===== src/hw/rtl/assert_macros.svh =====
// Assertion macros shared by the CAN bit-timing search RTL.
// No dependencies; include with the bare file name.
`ifndef ASSERT_MACROS_SVH
`define ASSERT_MACROS_SVH
`ifndef SYNTH
// Property checked on every rising clock edge outside reset.
`define CBTS_ASSERT(label, clk, rst_n, prop, msg) \
    label: assert property (@(posedge clk) disable iff (!rst_n) (prop)) else $error(msg);
// Condition in one cycle implies a condition in the next.
`define CBTS_ASSERT_NEXT(label, clk, rst_n, cond, post, msg) \
    label: assert property (@(posedge clk) disable iff (!rst_n) (cond) |=> (post)) \
        else $error(msg);
`else
`define CBTS_ASSERT(label, clk, rst_n, prop, msg)
`define CBTS_ASSERT_NEXT(label, clk, rst_n, cond, post, msg)
`endif
`endif


===== src/hw/rtl/cbts_pkg.sv =====
// Shared constants, bit-rate table and control/status types for the
// CAN bit-timing search. No dependencies.
package cbts_pkg;

    localparam int CLK_W         = 32;
    localparam int IDX_W         = 5;
    localparam int RATE_W        = 20;
    localparam int MAX_PRESCALER = 512;
    localparam int PRE_W         = $clog2(MAX_PRESCALER + 1);
    localparam int PRE_OUT_W     = 10;
    localparam int DIV_W         = RATE_W + PRE_W;
    localparam int STEP_W        = $clog2(CLK_W);
    localparam int SEG_W         = 8;
    localparam int TICK_W        = 9;
    localparam int RATE_COUNT    = 21;

    localparam logic [CLK_W-1:0] CLOCK_RESET = 32'd80000000;

    localparam logic [TICK_W-1:0] SEG1_MIN = 9'd2;
    localparam logic [TICK_W-1:0] SEG1_MAX = 9'd255;
    // segment two plus one (sync tick folded in)
    localparam logic [TICK_W-1:0] SEG2P1_MIN = 9'd3;
    localparam logic [TICK_W-1:0] SEG2P1_MAX = 9'd129;

    typedef struct packed {
        logic load;    // take a new item
        logic mul;     // form divisor, start a trial
        logic step;    // one restoring division step
        logic next;    // advance the prescaler
        logic save;    // write the result register
        logic found;   // with save: result is a fit
    } cmd_t;

    typedef struct packed {
        logic bad_idx;
        logic last_step;
        logic fit;
        logic pre_last;
    } sts_t;

    function automatic logic [RATE_W-1:0] rate_lookup(input logic [IDX_W-1:0] idx);
        logic [RATE_W-1:0] r;
        unique case (idx)
            5'd0:    r = 20'd1000;
            5'd1:    r = 20'd5000;
            5'd2:    r = 20'd10000;
            5'd3:    r = 20'd12500;
            5'd4:    r = 20'd16000;
            5'd5:    r = 20'd20000;
            5'd6:    r = 20'd25000;
            5'd7:    r = 20'd31250;
            5'd8:    r = 20'd33000;
            5'd9:    r = 20'd40000;
            5'd10:   r = 20'd50000;
            5'd11:   r = 20'd80000;
            5'd12:   r = 20'd83300;
            5'd13:   r = 20'd95000;
            5'd14:   r = 20'd100000;
            5'd15:   r = 20'd125000;
            5'd16:   r = 20'd200000;
            5'd17:   r = 20'd250000;
            5'd18:   r = 20'd500000;
            5'd19:   r = 20'd800000;
            5'd20:   r = 20'd1000000;
            default: r = '0;
        endcase
        return r;
    endfunction

endpackage


===== src/hw/rtl/can_bit_timing_search.sv =====
// CAN nominal bit-timing search: one result per bit-rate index.
// Each prescaler trial runs a divisor multiply, 32 steps of the shared restoring
// divider and a segment check. Prescalers are tried from 1 up to 512; the first fit
// is saved, else a no-fit result; a bad index is saved without any trial.
// One item at a time; the next is taken once the save returns the sequencer to idle, and a waiting result lets it in.
// aresetn (synchronous, active low) clears control and sets the clock to 80 MHz.
module can_bit_timing_search (
    input  logic                               aclk,
    input  logic                               aresetn,
    input  logic                               cfg_wr_en,
    input  logic [cbts_pkg::CLK_W-1:0]         cfg_wr_data,
    input  logic                               s_valid,
    output logic                               s_ready,
    input  logic [cbts_pkg::IDX_W-1:0]         s_bitrate_index,
    output logic                               m_valid,
    input  logic                               m_ready,
    output logic                               m_found,
    output logic [cbts_pkg::PRE_OUT_W-1:0]     m_prescaler,
    output logic [cbts_pkg::SEG_W-1:0]         m_segment_one,
    output logic [cbts_pkg::SEG_W-1:0]         m_segment_two,
    output logic                               m_jump_width
);

    cbts_pkg::cmd_t cmd;
    cbts_pkg::sts_t sts;

    cbts_ctrl u_ctrl (
        .aclk    (aclk),
        .aresetn (aresetn),
        .s_valid (s_valid),
        .s_ready (s_ready),
        .m_valid (m_valid),
        .m_ready (m_ready),
        .sts     (sts),
        .cmd     (cmd)
    );

    cbts_dp u_dp (
        .aclk            (aclk),
        .aresetn         (aresetn),
        .cfg_wr_en       (cfg_wr_en),
        .cfg_wr_data     (cfg_wr_data),
        .s_bitrate_index (s_bitrate_index),
        .cmd             (cmd),
        .sts             (sts),
        .m_found         (m_found),
        .m_prescaler     (m_prescaler),
        .m_segment_one   (m_segment_one),
        .m_segment_two   (m_segment_two),
        .m_jump_width    (m_jump_width)
    );

endmodule


===== src/hw/rtl/cbts_ctrl.sv =====
// Sequencer for the bit-timing search: steps trials of the shared divider.
// Depends on cbts_pkg and assert_macros.svh.
`include "assert_macros.svh"

module cbts_ctrl (
    input  logic          aclk,
    input  logic          aresetn,
    input  logic          s_valid,
    output logic          s_ready,
    output logic          m_valid,
    input  logic          m_ready,
    input  cbts_pkg::sts_t sts,
    output cbts_pkg::cmd_t cmd
);

    localparam logic [1:0] ST_IDLE  = 2'd0;
    localparam logic [1:0] ST_MUL   = 2'd1;
    localparam logic [1:0] ST_DIV   = 2'd2;
    localparam logic [1:0] ST_CHECK = 2'd3;

    logic [1:0] state_reg, state_next;
    logic       m_valid_reg, m_valid_next;
    logic       out_free;

    assign out_free = !m_valid_reg || m_ready;
    assign s_ready  = (state_reg == ST_IDLE);
    assign m_valid  = m_valid_reg;

    always_comb begin
        state_next = state_reg;
        cmd        = '0;
        unique case (state_reg)
            ST_IDLE: begin
                if (s_valid) begin
                    cmd.load   = 1'b1;
                    state_next = ST_MUL;
                end
            end
            ST_MUL: begin
                if (sts.bad_idx) begin
                    // hold until the result register is free
                    if (out_free) begin
                        cmd.save   = 1'b1;
                        state_next = ST_IDLE;
                    end
                end else begin
                    cmd.mul    = 1'b1;
                    state_next = ST_DIV;
                end
            end
            ST_DIV: begin
                cmd.step = 1'b1;
                if (sts.last_step) begin
                    state_next = ST_CHECK;
                end
            end
            ST_CHECK: begin
                priority if (sts.fit || sts.pre_last) begin
                    if (out_free) begin
                        cmd.save   = 1'b1;
                        cmd.found  = sts.fit;
                        state_next = ST_IDLE;
                    end
                end else begin
                    cmd.next   = 1'b1;
                    state_next = ST_MUL;
                end
            end
            default: state_next = ST_IDLE;
        endcase
    end

    always_comb begin
        m_valid_next = m_valid_reg;
        if (cmd.save) begin
            m_valid_next = 1'b1;
        end else if (m_ready) begin
            m_valid_next = 1'b0;
        end
    end

    always_ff @(posedge aclk) begin
        if (!aresetn) begin
            state_reg   <= ST_IDLE;
            m_valid_reg <= 1'b0;
        end else begin
            state_reg   <= state_next;
            m_valid_reg <= m_valid_next;
        end
    end

    `CBTS_ASSERT(a_save_free, aclk, aresetn, !cmd.save || !m_valid_reg || m_ready, "result overwritten before taken")
    `CBTS_ASSERT_NEXT(a_load_mul, aclk, aresetn, cmd.load, state_reg == ST_MUL, "item accepted but no trial started")
    `CBTS_ASSERT_NEXT(a_save_valid, aclk, aresetn, cmd.save, m_valid_reg, "saved result not presented")
    `CBTS_ASSERT(a_step_only, aclk, aresetn, !cmd.step || !(cmd.save || cmd.mul || cmd.load), "divider step mixed with other commands")

endmodule


===== src/hw/rtl/cbts_dp.sv =====
// Datapath: kernel clock register, prescaler counter, shared restoring divider,
// segment check and result register. Depends on cbts_pkg and assert_macros.svh.
`include "assert_macros.svh"

module cbts_dp (
    input  logic                               aclk,
    input  logic                               aresetn,
    input  logic                               cfg_wr_en,
    input  logic [cbts_pkg::CLK_W-1:0]         cfg_wr_data,
    input  logic [cbts_pkg::IDX_W-1:0]         s_bitrate_index,
    input  cbts_pkg::cmd_t                     cmd,
    output cbts_pkg::sts_t                     sts,
    output logic                               m_found,
    output logic [cbts_pkg::PRE_OUT_W-1:0]     m_prescaler,
    output logic [cbts_pkg::SEG_W-1:0]         m_segment_one,
    output logic [cbts_pkg::SEG_W-1:0]         m_segment_two,
    output logic                               m_jump_width
);

    logic [cbts_pkg::CLK_W-1:0]     clk_hz_reg;
    logic [cbts_pkg::RATE_W-1:0]    rate_reg;
    logic                           bad_reg;
    logic [cbts_pkg::PRE_W-1:0]     pre_reg;
    logic [cbts_pkg::DIV_W-1:0]     div_reg;
    logic [cbts_pkg::DIV_W-1:0]     rem_reg;
    logic [cbts_pkg::CLK_W-1:0]     quo_reg;
    logic [cbts_pkg::STEP_W-1:0]    cnt_reg;

    logic [cbts_pkg::DIV_W:0]       shifted;
    logic                           q_bit;
    logic [cbts_pkg::DIV_W:0]       diff;

    logic [cbts_pkg::TICK_W-1:0]    ticks;
    logic                           ticks_small;
    logic [cbts_pkg::TICK_W+1:0]    ticks3;
    logic [cbts_pkg::TICK_W-1:0]    seg1;
    logic [cbts_pkg::TICK_W-1:0]    seg2p1;
    logic [cbts_pkg::TICK_W-1:0]    seg2;

    logic                           res_found_reg;
    logic [cbts_pkg::PRE_OUT_W-1:0] res_pre_reg;
    logic [cbts_pkg::SEG_W-1:0]     res_s1_reg;
    logic [cbts_pkg::SEG_W-1:0]     res_s2_reg;

    always_ff @(posedge aclk) begin
        if (!aresetn) begin
            clk_hz_reg <= cbts_pkg::CLOCK_RESET;
        end else if (cfg_wr_en) begin
            clk_hz_reg <= cfg_wr_data;
        end
    end

    // restoring division: shift in next dividend bit, subtract if it fits
    assign shifted = {rem_reg, quo_reg[cbts_pkg::CLK_W-1]};
    assign diff    = shifted - {1'b0, div_reg};
    assign q_bit   = (shifted >= {1'b0, div_reg});

    // segment split of the quotient; anything above 511 ticks cannot fit
    assign ticks       = quo_reg[cbts_pkg::TICK_W-1:0];
    assign ticks_small = (quo_reg[cbts_pkg::CLK_W-1:cbts_pkg::TICK_W] == '0);
    assign ticks3      = (cbts_pkg::TICK_W+2)'(ticks) * (cbts_pkg::TICK_W+2)'(3);
    assign seg1        = ticks3[cbts_pkg::TICK_W+1:2];
    assign seg2p1      = ticks - seg1;
    assign seg2        = seg2p1 - cbts_pkg::TICK_W'(1);

    assign sts.bad_idx   = bad_reg;
    assign sts.last_step = (cnt_reg == cbts_pkg::STEP_W'(cbts_pkg::CLK_W - 1));
    assign sts.pre_last  = (pre_reg == cbts_pkg::PRE_W'(cbts_pkg::MAX_PRESCALER));
    assign sts.fit       = (rem_reg == '0) && ticks_small
                           && (seg1 >= cbts_pkg::SEG1_MIN) && (seg1 <= cbts_pkg::SEG1_MAX)
                           && (seg2p1 >= cbts_pkg::SEG2P1_MIN)
                           && (seg2p1 <= cbts_pkg::SEG2P1_MAX);

    always_ff @(posedge aclk) begin
        if (cmd.load) begin
            rate_reg <= cbts_pkg::rate_lookup(s_bitrate_index);
            bad_reg  <= (s_bitrate_index >= cbts_pkg::IDX_W'(cbts_pkg::RATE_COUNT));
            pre_reg  <= cbts_pkg::PRE_W'(1);
        end else if (cmd.next) begin
            pre_reg  <= pre_reg + cbts_pkg::PRE_W'(1);
        end
        if (cmd.mul) begin
            div_reg <= cbts_pkg::DIV_W'(rate_reg) * cbts_pkg::DIV_W'(pre_reg);
            rem_reg <= '0;
            quo_reg <= clk_hz_reg;
            cnt_reg <= '0;
        end else if (cmd.step) begin
            rem_reg <= q_bit ? diff[cbts_pkg::DIV_W-1:0] : shifted[cbts_pkg::DIV_W-1:0];
            quo_reg <= {quo_reg[cbts_pkg::CLK_W-2:0], q_bit};
            cnt_reg <= cnt_reg + cbts_pkg::STEP_W'(1);
        end
        if (cmd.save) begin
            res_found_reg <= cmd.found;
            res_pre_reg   <= cmd.found ? cbts_pkg::PRE_OUT_W'(pre_reg) : '0;
            res_s1_reg    <= cmd.found ? seg1[cbts_pkg::SEG_W-1:0] : '0;
            res_s2_reg    <= cmd.found ? seg2[cbts_pkg::SEG_W-1:0] : '0;
        end
    end

    assign m_found       = res_found_reg;
    assign m_prescaler   = res_pre_reg;
    assign m_segment_one = res_s1_reg;
    assign m_segment_two = res_s2_reg;
    assign m_jump_width  = res_found_reg;

    `CBTS_ASSERT_NEXT(a_rem_below, aclk, aresetn, cmd.step, rem_reg < div_reg,
        "divider remainder not below divisor")
    `CBTS_ASSERT_NEXT(a_found_seg, aclk, aresetn, cmd.save && cmd.found,
        res_s1_reg >= 8'd2 && res_s2_reg >= 8'd2, "reported segment out of range")
    `CBTS_ASSERT(a_fit_exact, aclk, aresetn,
        !(cmd.save && cmd.found) || (rem_reg == '0 && !bad_reg),
        "fit reported with remainder or bad index")

endmodule

===== config.mk =====
export PLATFORM = sky130hd
export DESIGN_NAME = can_bit_timing_search
export DESIGN_NICKNAME = d
export VERILOG_FILES = /design/src/hw/rtl/cbts_pkg.sv /design/src/hw/rtl/can_bit_timing_search.sv /design/src/hw/rtl/cbts_ctrl.sv /design/src/hw/rtl/cbts_dp.sv
export VERILOG_INCLUDE_DIRS = /design/src /design/src/hw/rtl
export SDC_FILE = /design/constraint.sdc
export NUM_CORES = 1
export LEC_CHECK = 0
export ABC_AREA = 1
export BUFFER_PORTS_ARGS = -buffer_cell sky130_fd_sc_hd__buf_2
export CORE_ASPECT_RATIO = 1.75
export CORE_UTILIZATION = 50
export CTS_CLUSTER_DIAMETER = 150
export DETAILED_ROUTE_END_ITERATION = 10
export GPL_ROUTABILITY_DRIVEN = 0
export PLACE_DENSITY = 0.76
export SYNTH_ARGS = -nofsm -noshare
export SYNTH_HDL_FRONTEND = slang
export SYNTH_SLANG_ARGS = --single-unit
export TNS_END_PERCENT = 5

===== constraint.sdc =====
create_clock -name aclk -period 8 [get_ports aclk]
set_input_delay 0 -clock aclk [delete_from_list [all_inputs] [get_ports aclk]]
set_output_delay 0 -clock aclk [all_outputs]
set_load 0.05 [all_outputs]

==> run_results.csv <==
group,metric,value,unit
floorplan,fp.dieArea,0.0337,mm²
sta,hold_viol_final,0,
cells_and_area,layout.nets,2448,
floorplan,top_level_ports,72,
cts,clk-insertion-delay-late,460,ps
routing,via_count,14009,
global_routing,global_route.overflow_total,0,
logic_synthesis,synth_nets,2392,
routing,route.detailed.drc,0,
cts,ctsRootBufferMaster,"sky130_fd_sc_hd__clkbuf_16",
logic_synthesis,synth_sequential_area_ratio,29.4,%
logic_synthesis,synth_commonest_cells,"sky130_fd_sc_hd__nand2_1 (564), sky130_fd_sc_hd__inv_1 (378), sky130_fd_sc_hd__fa_1 (136), sky130_fd_sc_hd__nor2_1 (128), sky130_fd_sc_hd__ha_1 (118)",
power,cellLeakagePower,9.67,nW
cts,cts_buffer_depth,2,
sta,setup_slack,1820,ps
setup_path,critPathMaxFanout,25,
status,status,"finished, final reports clean",
logic_synthesis,synth_warnings,0,
cts,cts_post_setup_buffers_inserted,0,
sta,finalClockSkew,16.5,ps
global_routing,grt_antenna_before_repair,0,
placement,pre_cts_slack,2010,ps
power,power.density,159,mW/mm²
setup_path,critical_path_arrival,6390,ps
sta,setup-violations-final,0,
sta,final.hold.worst_slack,22.6,ps
global_routing,first_global_vias,14782,
floorplan,chipWidth,139,µm
cts,clkSlewWorstSetupHoldPaths,80,ps
power,max-vdd-ir-drop,169,µV
logic_synthesis,synthFlopType,"sky130_fd_sc_hd__edfxtp_1",
routing,totalWireLength,40800,µm
logic_synthesis,netlist_top_cells_area,"sky130_fd_sc_hd__edfxtp_1 (20%), sky130_fd_sc_hd__fa_1 (17%), sky130_fd_sc_hd__nand2_1 (13%), sky130_fd_sc_hd__dfxtp_1 (9.7%), sky130_fd_sc_hd__ha_1 (9.0%)",
logic_synthesis,netlist_area,0.0165,mm²
sta,relSlewSlack,17.5,%
cells_and_area,layout.filler_cells,2764,
global_routing,globalRouteTotalUtil,25.4,%
power,total_power,2.86,mW
setup_path,data_required_time_at_the_worst_endpoint,8210,ps
setup_path,end_kind,"flip-flop",
logic_synthesis,synth_top_area_share,19.7,%
logic_synthesis,synth_edf_count,108,
sta,tightestPinTransition,1230,ps
routing,drt_first_iter_violations,802,
sta,tns,0,ps
setup_path,timing.critical_path.from_type,"flip-flop",
routing,firstDrtPassIters,7,
cells_and_area,diodes,0,
cts,htreeDepth,4,
routing,ant_nets,0,
logic_synthesis,most_repeated_cell_in_the_gate_level_netlist_after_synthesis,"sky130_fd_sc_hd__nand2_1",
floorplan,initial_utilization,51.0,%
routing,wl_per_cell,15.9,µm
sta,fmaxAchievable,162,MHz
cts,tritoncts_num_sinks,188,
routing,routed_via_density,5.46,
sta,post-route-period-util,77.2,%
floorplan,core_area,0.0323,mm²
global_routing,pin_count_of_the_biggest_net_entering_global_routing,56,
cells_and_area,syn2layout_area_growth,9.55,%
cts,cts_tree,"yes",
cts,number_of_buffers_inserted_during_clock_tree_synthesis,17,
logic_synthesis,synth_cells,2096,
cells_and_area,fraction_of_layout_instances_using_a_drive_strength_above_1,7.99,%
floorplan,fp.dieH,242,µm
logic_synthesis,syn_area_per_cell,7.87,µm²
setup_path,critical_path_class,"reg2reg",
sta,rsz0062_at_grt,"false",
placement,place.port_buffers,71,
cts,cts.repair.resized,0,
cells_and_area,postLayoutCoreUtil,55.9,%
logic_synthesis,synth_async_sr_flop_share,0,%
logic_synthesis,post-synth-top-area-cell,"sky130_fd_sc_hd__edfxtp_1",
global_routing,first_pass_grt_wire_length,68200,µm
sta,final.min_clock_period,6180,ps
flow_run,cap_violations,0,
floorplan,floorplan.rows,87,
sta,slew_violations,0,
logic_synthesis,synth.ff_latch_count,188,
placement,post-dp-hpwl,31000,µm
hold_path,hp-class,"in2reg",
logic_synthesis,netlist_cell_types,47,
layout by cell type (no fill, tap or decap), types with 16 or more instances in the layout:
cell                            Yosys  routed
sky130_fd_sc_hd__xor2_1            37      37
sky130_fd_sc_hd__dfxtp_1           80      80
sky130_fd_sc_hd__inv_1            378     378
sky130_fd_sc_hd__edfxtp_1         108     108
sky130_fd_sc_hd__nand3_1           66      66
sky130_fd_sc_hd__clkbuf_16          0      17
sky130_fd_sc_hd__a21oi_1           98      98
sky130_fd_sc_hd__nand2_1          564     564
sky130_fd_sc_hd__nand4_1           23      23
sky130_fd_sc_hd__dlygate4sd3_1      0      41
sky130_fd_sc_hd__nor2_2            21      21
sky130_fd_sc_hd__xnor2_1           24      24
sky130_fd_sc_hd__o21ai_0          102     102
sky130_fd_sc_hd__nor4_1            19      19
sky130_fd_sc_hd__ha_1             118     118
sky130_fd_sc_hd__buf_2              5      71
sky130_fd_sc_hd__fa_1             136     136
sky130_fd_sc_hd__nor2_1           128     128
sky130_fd_sc_hd__nand3_2           16      16
worst paths after layout:
kind	cells past startpoint	to	slack (ps)	from
setup / recovery	20	u_dp.div_reg[28]	1820	u_dp.pre_reg[2]
hold / removal	2	u_dp.clk_hz_reg[13]	20	aresetn
setup reg to reg	20	u_dp.div_reg[28]	1820	u_dp.pre_reg[2]
hold reg to reg	1	u_dp.cnt_reg[2]	490	u_dp.cnt_reg[2]
metrics by stage:
| step | instance area, µm² | std cells |
|---|---|---|
| final | 18100 | 2565 |
| after floorplan | 16500 | 2096 |
| after detailed placement | 17000 | 2492 |
| after global routing | 18100 | 2565 |
| after global placement | 17000 | 2492 |
| after CTS | 18100 | 2565 |
worst max-delay path, cell delays in order (launching register included):
cell                       delay, ps
sky130_fd_sc_hd__dfxtp_1        1010
sky130_fd_sc_hd__nand2_1         190
sky130_fd_sc_hd__fa_1            560
sky130_fd_sc_hd__inv_1            60
sky130_fd_sc_hd__fa_1            490
sky130_fd_sc_hd__inv_1            50
sky130_fd_sc_hd__fa_1            460
sky130_fd_sc_hd__fa_1            540
sky130_fd_sc_hd__inv_1            50
sky130_fd_sc_hd__fa_1            470
sky130_fd_sc_hd__ha_1            380
sky130_fd_sc_hd__a21oi_1         210
sky130_fd_sc_hd__o21ai_0         190
sky130_fd_sc_hd__nand2_1         120
sky130_fd_sc_hd__o211ai_1        140
sky130_fd_sc_hd__nand2_1         110
sky130_fd_sc_hd__nand3_1         150
sky130_fd_sc_hd__a21boi_0        380
sky130_fd_sc_hd__o21bai_1        110
sky130_fd_sc_hd__a21oi_1         170
sky130_fd_sc_hd__xnor2_1          80
power breakdown:
part / leakage (nW) / internal (mW) / switching (mW)
Clock: 0.298 / 0.429 / 0.451
Combinational: 7.68 / 0.260 / 0.516
Sequential: 1.68 / 1.12 / 0.0883
Total: 9.67 / 1.81 / 1.06
final cells by class:
| class | instances | area (µm²) | area share [%] |
|---|---|---|---|
| clock buffer | 17 | 425 | 2.36 |
| clock inverter | 15 | 189 | 1.05 |
| inverter | 386 | 1450 | 8.02 |
| multi-input combinational | 1443 | 9860 | 54.6 |
| sequential | 188 | 4840 | 26.8 |
| tap | 400 | 500 | 2.77 |
| timing repair buffer | 116 | 796 | 4.41 |
cells by family after synthesis:
logic type               share of synthesized area [%]
flip-flops                                        29.4
AND/OR/NAND/NOR                                   22.6
adder cells (fa/ha/maj)                           25.5
buffers and inverters                             10.8
AO/OA/AOI/OAI                                     8.47
XOR/XNOR                                          3.24
metal layers:
layer  track usage [%]  part of all wire (%)  vias to the layer above  routed length, µm
met3              2.75                   3.9                      185               1570
met4              17.8                   6.4                        0               2600
met1              24.7                    35                     6640              14300
met5                 0                     0                        -                  0
met2              49.2                    55                      492              22300
li1                  -                     -                     6692                  -
timing repair:
action	in CTS	in global routing
hold endpoints to repair	37	0
setup endpoints to repair	0	0
hold buffers	41	0
No activity file was read; power rests on OpenSTA's default activity.
